<file path="config.mk">
export PLATFORM = sky130hd
export DESIGN_NAME = xorshift_keystream_image_cipher_core
export DESIGN_NICKNAME = d
export VERILOG_FILES = /design/src/hdl/xks_pkg.sv /design/src/hdl/xks_gen.sv /design/src/hdl/xorshift_keystream_image_cipher_core.sv
export SDC_FILE = /design/constraint.sdc
export NUM_CORES = 2
export LEC_CHECK = 0
export BUFFER_PORTS_ARGS = -buffer_cell sky130_fd_sc_hd__buf_2
export CORE_ASPECT_RATIO = 1.2
export CORE_MARGIN = 4
export CORE_UTILIZATION = 36
export CTS_BUF_LIST = sky130_fd_sc_hd__clkbuf_8
export CTS_CLUSTER_SIZE = 12
export DETAILED_ROUTE_END_ITERATION = 12
export PLACE_DENSITY = 0.55
export SLEW_MARGIN = 20
export SYNTH_ARGS = -nofsm -noshare
export SYNTH_HDL_FRONTEND = slang
export SYNTH_HIERARCHICAL = 1
export SYNTH_SLANG_ARGS = --single-unit
</file>
<file path="constraint.sdc">
create_clock -name clk -period 11.3 [get_ports clk]
set_input_delay 3.39 -clock clk [delete_from_list [all_inputs] [get_ports clk]]
set_output_delay 3.39 -clock clk [all_outputs]
set_load 0.05 [all_outputs]
</file>
<file path="src/hdl/xks_pkg.sv">
// shared types, codes and constants for the xorshift keystream image cipher
`timescale 1ns / 1ps

package xks_pkg;

  localparam int DEF_WINDOW_WORDS = 16;
  localparam int DEF_INDEX_BITS = 30;

  localparam int WORD_BITS = 32;
  localparam int KEY_BITS = 64;
  localparam int WS_BITS = 30;
  localparam int CFG_INDEX_BITS = 3;

  localparam int SHIFT_A = 11;
  localparam int SHIFT_B = 19;
  localparam int SHIFT_C = 8;

  localparam logic [WS_BITS-1:0] WS_RESET = WS_BITS'(128);

  typedef enum logic [1:0] {
    OP_RESTART = 2'd0,
    OP_DATA    = 2'd1,
    OP_SKIP    = 2'd2,
    OP_NONE    = 2'd3
  } opcode_t;

  typedef enum logic [1:0] {
    MODE_A    = 2'd0,
    MODE_B    = 2'd1,
    MODE_BOTH = 2'd2
  } mode_t;

  typedef enum logic [CFG_INDEX_BITS-1:0] {
    REG_MODE         = 3'd0,
    REG_KEY_A_LOW    = 3'd1,
    REG_KEY_A_HIGH   = 3'd2,
    REG_KEY_B_LOW    = 3'd3,
    REG_KEY_B_HIGH   = 3'd4,
    REG_WINDOW_START = 3'd5
  } cfg_reg_t;

  typedef struct packed {
    logic [1:0]           opcode;
    logic [WORD_BITS-1:0] data_word;
    logic                 last;
  } in_item_t;

  typedef struct packed {
    logic [WORD_BITS-1:0] out_word;
    logic [WORD_BITS-1:0] sum_raw;
    logic [WORD_BITS-1:0] sum_dec;
    logic                 last_out;
    logic                 image_ok;
  } out_item_t;

  typedef struct packed {
    logic load;
    logic step;
  } gen_ctrl_t;

endpackage

</file>
<file path="src/hdl/xks_gen.sv">
// xorshift128 generator with seed load and single step per cycle
`timescale 1ns / 1ps

module xks_gen (
  input  logic                          clk,
  input  logic                          rst,
  input  xks_pkg::gen_ctrl_t            ctrl,
  input  logic [xks_pkg::KEY_BITS-1:0]  seed_low,
  input  logic [xks_pkg::KEY_BITS-1:0]  seed_high,
  output logic [xks_pkg::WORD_BITS-1:0] ks
);
  import xks_pkg::*;

  logic [WORD_BITS-1:0] x;
  logic [WORD_BITS-1:0] y;
  logic [WORD_BITS-1:0] z;
  logic [WORD_BITS-1:0] w;
  logic [WORD_BITS-1:0] t;

  always_comb begin
    t  = x ^ (x << SHIFT_A);
    ks = w ^ (w >> SHIFT_B) ^ t ^ (t >> SHIFT_C);
  end

  always_ff @(posedge clk) begin
    if (rst) begin
      x <= '0;
      y <= '0;
      z <= '0;
      w <= '0;
    end else if (ctrl.load) begin
      x <= seed_low[KEY_BITS-1:WORD_BITS];
      y <= seed_high[WORD_BITS-1:0];
      z <= seed_high[KEY_BITS-1:WORD_BITS];
      w <= seed_low[WORD_BITS-1:0];
    end else if (ctrl.step) begin
      x <= y;
      y <= z;
      z <= w;
      w <= ks;
    end
  end

endmodule

</file>
<file path="src/hdl/xorshift_keystream_image_cipher_core.sv">
// top level: request register, keystream generators, sums and result register
// a data request is held in the request register and its result is registered in the result register
// throughput: one request per cycle while the result side does not stall, set by one generator step and one 32-bit add
// requests that give no result (restart, skip, none) still occupy the request stage
// synchronous reset clears generators, index, sums, valids and loads register defaults
// stall from the result side reaches the request stall in the same cycle
`timescale 1ns / 1ps

module xorshift_keystream_image_cipher_core #(
  parameter int WINDOW_WORDS = xks_pkg::DEF_WINDOW_WORDS,
  parameter int INDEX_BITS   = xks_pkg::DEF_INDEX_BITS
) (
  input  logic                               clk,
  input  logic                               rst,
  input  logic                               in_valid,
  output logic                               in_stall,
  input  xks_pkg::in_item_t                  in_data,
  output logic                               out_valid,
  input  logic                               out_stall,
  output xks_pkg::out_item_t                 out_data,
  input  logic                               cfg_valid,
  output logic                               cfg_ready,
  input  logic [xks_pkg::CFG_INDEX_BITS-1:0] cfg_index,
  input  logic [xks_pkg::KEY_BITS-1:0]       cfg_data
);
  import xks_pkg::*;

  localparam int CMP_W = ((INDEX_BITS > WS_BITS) ? INDEX_BITS : WS_BITS) + 1;

  // configuration registers
  logic [1:0]          mode;
  logic [KEY_BITS-1:0] key_a_low;
  logic [KEY_BITS-1:0] key_a_high;
  logic [KEY_BITS-1:0] key_b_low;
  logic [KEY_BITS-1:0] key_b_high;
  logic [WS_BITS-1:0]  window_start;

  // request stage
  logic     s1_valid;
  in_item_t s1_item;

  // running state
  logic [INDEX_BITS-1:0] word_index;
  logic [WORD_BITS-1:0]  raw_total;
  logic [WORD_BITS-1:0]  plain_total;

  logic                 advance;
  logic                 process;
  logic                 is_restart;
  logic                 is_step;
  logic                 is_data;
  gen_ctrl_t            gen_ctrl;
  logic [WORD_BITS-1:0] ks_a;
  logic [WORD_BITS-1:0] ks_b;
  logic [CMP_W-1:0]     idx_ext;
  logic [CMP_W-1:0]     ws_ext;
  logic [CMP_W-1:0]     diff;
  logic                 in_window;
  logic [WORD_BITS-1:0] result;
  logic [WORD_BITS-1:0] raw_total_next;
  logic [WORD_BITS-1:0] plain_total_next;

  assign cfg_ready = 1'b1;

  always_ff @(posedge clk) begin
    if (rst) begin
      mode         <= MODE_B;
      key_a_low    <= '0;
      key_a_high   <= '0;
      key_b_low    <= '0;
      key_b_high   <= '0;
      window_start <= WS_RESET;
    end else if (cfg_valid && cfg_ready) begin
      unique case (cfg_index)
        REG_MODE:         mode         <= cfg_data[1:0];
        REG_KEY_A_LOW:    key_a_low    <= cfg_data;
        REG_KEY_A_HIGH:   key_a_high   <= cfg_data;
        REG_KEY_B_LOW:    key_b_low    <= cfg_data;
        REG_KEY_B_HIGH:   key_b_high   <= cfg_data;
        REG_WINDOW_START: window_start <= cfg_data[WS_BITS-1:0];
        default:          ;
      endcase
    end
  end

  // flow control
  assign advance  = !out_valid || !out_stall;
  assign in_stall = s1_valid && !advance;
  assign process  = s1_valid && advance;

  always_ff @(posedge clk) begin
    if (rst) begin
      s1_valid <= 1'b0;
    end else if (in_valid && !in_stall) begin
      s1_valid <= 1'b1;
    end else if (advance) begin
      s1_valid <= 1'b0;
    end
  end

  always_ff @(posedge clk) begin
    if (in_valid && !in_stall) begin
      s1_item <= in_data;
    end
  end

  always_comb begin
    is_restart = process && (s1_item.opcode == OP_RESTART);
    is_data    = process && (s1_item.opcode == OP_DATA);
    is_step    = is_data || (process && (s1_item.opcode == OP_SKIP));
    gen_ctrl   = '{load: is_restart, step: is_step};
  end

  xks_gen u_gen_a (
    .clk       (clk),
    .rst       (rst),
    .ctrl      (gen_ctrl),
    .seed_low  (key_a_low),
    .seed_high (key_a_high),
    .ks        (ks_a)
  );

  xks_gen u_gen_b (
    .clk       (clk),
    .rst       (rst),
    .ctrl      (gen_ctrl),
    .seed_low  (key_b_low),
    .seed_high (key_b_high),
    .ks        (ks_b)
  );

  // verbatim window and word transform
  always_comb begin
    idx_ext   = CMP_W'(word_index);
    ws_ext    = CMP_W'(window_start);
    diff      = idx_ext - ws_ext;
    in_window = (idx_ext >= ws_ext) && (diff < CMP_W'(WINDOW_WORDS));
    if (in_window) begin
      result = s1_item.data_word;
    end else begin
      case (s1_item.opcode == OP_DATA ? mode : MODE_A)
        MODE_A:  result = s1_item.data_word ^ ks_a;
        MODE_B:  result = s1_item.data_word ^ ks_b;
        default: result = s1_item.data_word ^ ks_a ^ ks_b;
      endcase
    end
    raw_total_next   = raw_total + s1_item.data_word;
    plain_total_next = plain_total + result;
  end

  always_ff @(posedge clk) begin
    if (rst) begin
      word_index  <= '0;
      raw_total   <= '0;
      plain_total <= '0;
    end else if (is_restart) begin
      word_index  <= '0;
      raw_total   <= '0;
      plain_total <= '0;
    end else begin
      if (is_step) begin
        word_index <= word_index + INDEX_BITS'(1);
      end
      if (is_data) begin
        raw_total   <= raw_total_next;
        plain_total <= plain_total_next;
      end
    end
  end

  // result register
  always_ff @(posedge clk) begin
    if (rst) begin
      out_valid <= 1'b0;
    end else if (is_data) begin
      out_valid <= 1'b1;
    end else if (advance) begin
      out_valid <= 1'b0;
    end
  end

  always_ff @(posedge clk) begin
    if (is_data) begin
      out_data.out_word <= result;
      out_data.sum_raw  <= raw_total_next;
      out_data.sum_dec  <= plain_total_next;
      out_data.last_out <= s1_item.last;
      out_data.image_ok <= s1_item.last && (plain_total_next == '0);
    end
  end

  // checks
  a_result_from_data: assert property (@(posedge clk) disable iff (rst)
    $rose(out_valid) |-> $past(s1_valid && (s1_item.opcode == OP_DATA)))
    else $error("result appeared without a data request");

  a_ok_means_zero_sum: assert property (@(posedge clk) disable iff (rst)
    (out_valid && out_data.image_ok) |-> (out_data.last_out && (out_data.sum_dec == '0)))
    else $error("image accepted with non-zero sum or not last");

  a_restart_clears: assert property (@(posedge clk) disable iff (rst)
    is_restart |=> ((word_index == '0) && (raw_total == '0) && (plain_total == '0)))
    else $error("restart did not clear index and sums");

  a_no_stall_when_empty: assert property (@(posedge clk) disable iff (rst)
    !s1_valid |-> !in_stall)
    else $error("request stalled while the stage is empty");

endmodule
</file>
### Yosys cells after proc, flatten, opt, wreduce, memory -nomap -nowiden

Cells that the tools add are included.

* add/sub/neg operators: 4
* magnitude comparators: 2
* equal/unequal tests: 8
* mux-type cells: 22
* bitwise gates (word level): 11
* reductions and logical operators: 28

Operators with widths (number)
* $mux W32: 17
* $xor A32 B32 Y32: 7
* $add A32 B32 Y32: 2
* $pmux W32 S2: 1
* $xor A32 B13 Y32: 2
* $xor A32 B24 Y32: 2
* $logic_not A32 Y1: 1
* $lt A31 B5 Y1 const B: 1
* $sub A30 B30 Y31: 1
* $add A30 B1 Y30 const B: 1
* $ge A30 B30 Y1: 1
* $reduce_and A2 Y1: 6
* $logic_and A1 B1 Y1: 8
* $eq A3 B2 Y1 const B: 2
* $eq A3 B3 Y1 const B: 2
* $reduce_bool A2 Y1: 3
* $eq A2 B1 Y1 const B: 2
* $logic_not A1 Y1: 4
* $logic_not A2 Y1: 2
* $eq A3 B1 Y1 const B: 1
* $logic_not A3 Y1: 1
* $mux W1: 3
* $eq A2 B2 Y1 const B: 1
* $logic_or A1 B1 Y1: 2
* other kinds (2): 2

* register bits: 773

### Logic depth before layout (Yosys ltp)

* word-level depth: 10
* mapped depth: 31
* mapped depth without buffers: 29

### Cells and area by module

The synthesis kept the hierarchy.

Modules (own cells, without submodules)
* xorshift_keystream_image_cipher_core: times used 1, cells an instance 2701, area an instance 23188.5 µm²
* xks_gen: times used 2, cells an instance 793, area an instance 6595.1 µm²

### Worst setup path before layout

OpenSTA, ideal clock, no wires.

* kind: input port to output port
* start: in out_stall
* end: out in_stall
* arrival: 3.871 ns
* data required time: 7.910 ns
* path slack: 4.039 ns
* stages on the path: 1
* buffers on the path: 0
* cell sequence: and3_1

* longest elaborated chain between the ends: 4

RTL lines
* start, declared: line xorshift_keystream_image_cipher_core.sv:19 `input logic out_stall,`
* $logic_not A1 Y1: line xorshift_keystream_image_cipher_core.sv:87 `assign advance = !out_valid || !out_stall;`
* $logic_or A1 B1 Y1: line xorshift_keystream_image_cipher_core.sv:87
* $logic_not A1 Y1: line xorshift_keystream_image_cipher_core.sv:88 `assign in_stall = s1_valid && !advance;`
* $logic_and A1 B1 Y1: line xorshift_keystream_image_cipher_core.sv:88
* end, declared: line xorshift_keystream_image_cipher_core.sv:16 `output logic in_stall,`

No other way between the ends.

### Final worst setup path

* start: reg window_start[1]
* end: reg out_data[0] in the netlist's numbering (data pin)

* longest elaborated chain between the ends: 7
* elaborated cells between the ends (all ways): 8
* classes of those cells: add/sub: 2; order compare: 2; mux: 1; reduce/logical: 3

RTL lines
* start, declared: line xorshift_keystream_image_cipher_core.sv:36 `logic [WS_BITS-1:0] window_start;`
* start signal, assigned: line xorshift_keystream_image_cipher_core.sv:80 `REG_WINDOW_START: window_start <= cfg_data[WS_BITS-1:0];`
* $sub A30 B30 Y31: line xorshift_keystream_image_cipher_core.sv:136 `diff = idx_ext - ws_ext;`
* $lt A31 B5 Y1: line xorshift_keystream_image_cipher_core.sv:137 `in_window = (idx_ext >= ws_ext) && (diff < CMP_W'(WINDOW_WORDS));`
* $logic_and A1 B1 Y1 *: line xorshift_keystream_image_cipher_core.sv:137
* $mux W32 *: line xorshift_keystream_image_cipher_core.sv:138 `if (in_window) begin`
* net result[0]: line xorshift_keystream_image_cipher_core.sv:59 `logic [WORD_BITS-1:0] result;`
* $add A32 B32 Y32 *: line xorshift_keystream_image_cipher_core.sv:148 `plain_total_next = plain_total + result;`
* net plain_total_next[18]: line xorshift_keystream_image_cipher_core.sv:61 `logic [WORD_BITS-1:0] plain_total_next;`
* $logic_not A32 Y1 *: line xorshift_keystream_image_cipher_core.sv:188 `out_data.image_ok <= s1_item.last && (plain_total_next == '0);`
* $logic_and A1 B1 Y1 *: line xorshift_keystream_image_cipher_core.sv:188
* end, declared: line xorshift_keystream_image_cipher_core.sv:20 `output xks_pkg::out_item_t out_data,`

Mark *: on every way through the listed nets, which the timed path passes. The rest lies on a longest branch.
A chain may end at the register's enable or synchronous reset.

==> impl_metrics.toml <==
[outcome]
status = "finished, final reports clean"

[global_routing]
grt_overflow_total = 0
grt_pass1_vias = 28200
grt_max_degree = 204
antenna_found_initial = 17
grt_pass1_wl_mm = 177
grtUsageTotal = 0.217

[final_layout]
ff_latch_area_sq_um = 16800
stdcell_count = 5809
multiInputGateArea_sq_um = 18400
syn2layout_area_growth_pct = 13.1
final_layout_size_suffix_gt1_frac = 0.106
fillers = 10100
layout.nets = 4608

[setup_path]
arrival_ns = 8.13
criticalPathCategory = "reg -> reg"
critical-path-slowest-cell = "or4_1"
cp_max_fo = 32
crit_top_cell = "nor4_1"
required_ns = 11.94
startpoint_type = "flip-flop"
critPathCaptureType = "flip-flop"
critPathMaxStageDelay_ns = 0.55

[synthesis]
yosysMostFrequentCell = "nand2_1"
syn_nets = 4489
synth_edf_count = 133
synthTopCellsByArea = "dfxtp_1 (35%), edfxtp_1 (11%), nand2_1 (8.6%)"
syn_area_sq_um = 36400
async_reset_ff_frac = 0
synth-seq-area-share = 0.462
synthCells = 4287
ys_ff_latch = 773
yosysWarnings = 6
synthTopCellsByCount = "nand2_1 (833), dfxtp_1 (640), a21oi_1 (622), nor2_1 (556), xnor2_1 (229)"
synth_top_area_share = 0.352
synthDominantAreaCellType = "dfxtp_1"
ys_types = 77
avgSynthCellArea_sq_um = 8.49
yosys_most_used_dff = "dfxtp_1"

[clock_tree]
post-cts-setup-buffer-count = 0
ctsResizeCount = 0
cts-root-buf = "clkbuf_8"
cts_buffer_depth = 3
path_clk_slew_ns = 0.06
ctsHoldBuffers = 0
worstSkewPairLatency_ns = 0.84
cts_buffers = 136
cts_tree = "done"
clock_sinks = 773
h-tree-depth = 4

[timing]
setup-tns-final_ns = 0
rsz0062_at_grt = "false"
hold_viol_final = 0
setup_viol = 0
tightest_slew_ns = 1.11
slew_headroom = 0.262
fin_crit_ns = 7.49
fin_skew_ns = 0.0488
max_freq_ghz = 0.134
fin_crit_sh = 0.663
hold_slack_ns = 0.452
report.final.slew_viol_count = 0
fin_ws_ns = 3.81

[placed_design]
portBuffers = 206
place_hpwl_mm = 78.8
place_congestion = 0.844
dp_slack_ns = 3.78
dpl.cell_count = 5558

[pwr]
ir_drop_mv = 0.0993
fin_total_pwr_mw = 6.04
power_density_nw_per_um2 = 147
p_leak_nw = 15.4

[die]
ioPinCount = 208
rows = 127
die_h_microns = 356
core_sq_um = 100000
dieArea_sq_um = 106000
start_util = 0.363
die_w_microns = 298

[detailed_routing]
dr.pass1.iters = 6
drc = 0
wl_per_cell_microns = 20.4
via_per_inst = 5.20
wl_mm = 119
dr_total_vias = 30200
drt_first_iter_violations = 2344
ant_nets = 0

[min_path]
hold_path.class = "reg -> reg"

[run]
maxCapViolations = 0
-- layer usage --
metal | global-route usage | part of all wire | vias to the layer above
li1 | - | - | 14900
met1 | 0.280 | 0.44 | 14400
met2 | 0.363 | 0.47 | 749
met3 | 0.0421 | 0.051 | 197
met4 | 0.0762 | 0.034 | 4
met5 | 0 | 0.00023 | -
-- flip-flops by register name, summed over array words and instances, names as in the netlist --
name / count
u_gen_a/x: 32
u_gen_a/w: 32
raw_total: 32
u_gen_b/w: 32
out_data: 98
u_gen_b/z: 32
key_a_low: 64
key_b_low: 64
s1_valid: 1
s1_item: 35
u_gen_b/y: 32
out_valid: 1
mode: 2
word_index: 30
plain_total: 32
window_start: 30
u_gen_a/z: 32
key_a_high: 64
u_gen_a/y: 32
key_b_high: 64
u_gen_b/x: 32
-- worst paths after layout --
kind                    from            end  slack, ns  depth (start not counted)
max reg2reg  window_start[1]    out_data[0]       3.81                         29
min            key_b_low[16]  u_gen_b/w[16]       0.45                          2
max          window_start[1]    out_data[0]       3.81                         29
min reg2reg    key_b_low[16]  u_gen_b/w[16]       0.45                          2
-- area by class of cell --
type,instances,area share
diodes,8,0.000487
clock buffers,158,0.0529
clock inverters,85,0.0127
inverters,72,0.00669
multi-input cells,3182,0.447
flip-flops and latches,773,0.409
well taps,1290,0.0392
repair buffers,241,0.0327
-- cells by family (layout without fill, tap and decap cells) --
family          Yosys count  after routing  synth area share
simple gates           1585           1585             0.176
compound gates          974            974             0.156
flops                   773            773             0.462
buf+inv                 332            556            0.0354
xor+xnor                327            327            0.0816
mux                     200            200            0.0551
fa+ha+maj                95             95            0.0331
other cells               1              9          0.000103
-- where the power goes --
| group | switching (mW) | leakage (nW) | total [mW] | internal (mW) |
|---|---|---|---|---|
| Combinational | 0.372 | 7.42 | 0.539 | 0.167 |
| Clock | 1.23 | 1.56 | 2.59 | 1.36 |
| Sequential | 0.0439 | 6.40 | 2.91 | 2.87 |
| Total | 1.64 | 15.4 | 6.04 | 4.39 |
-- through the flow --
stage                      util  area (sq um)
final                     0.411         41100
after detailed placement  0.384         38400
after floorplan               -         36400
after global routing      0.411         41100
after global placement    0.384         38400
after CTS                 0.411         41100
-- cells in the final DEF, fill, tap and decap left out, types with 11 or more instances in the layout --
cell	instances
a211oi_1	24
a21o_1	34
a21oi_1	621
a311oi_1	32
a32o_1	31
and3_1	12
buf_2	205
buf_4	31
clkbuf_8	158
clkinv_2	13
dfxtp_1	640
edfxtp_1	133
ha_1	93
inv_1	116
mux2i_1	198
nand2_1	832
nand2b_1	17
nand3_1	26
nand4_1	16
nor2_1	552
nor2b_1	15
nor3_1	21
nor4_1	14
o21a_1	15
o21ai_0	103
o21ai_1	12
o21bai_1	11
o31a_1	11
or3_1	38
xnor2_1	229
xor2_1	85
-- worst max-delay path: cells and delay by family, from the launching register on --
kind                       cells  cell delay (ns)
and+or+nand+nor               11             2.76
muxes                          1             0.36
xor gates and xnor gates       2             0.31
AOI/OAI and AO/OA              9             2.20
buffers and inverters          3             0.40
DFF                            1             0.33
adders and majority gates      3             0.91
Note: power is estimated with default switching activity, not from simulation.
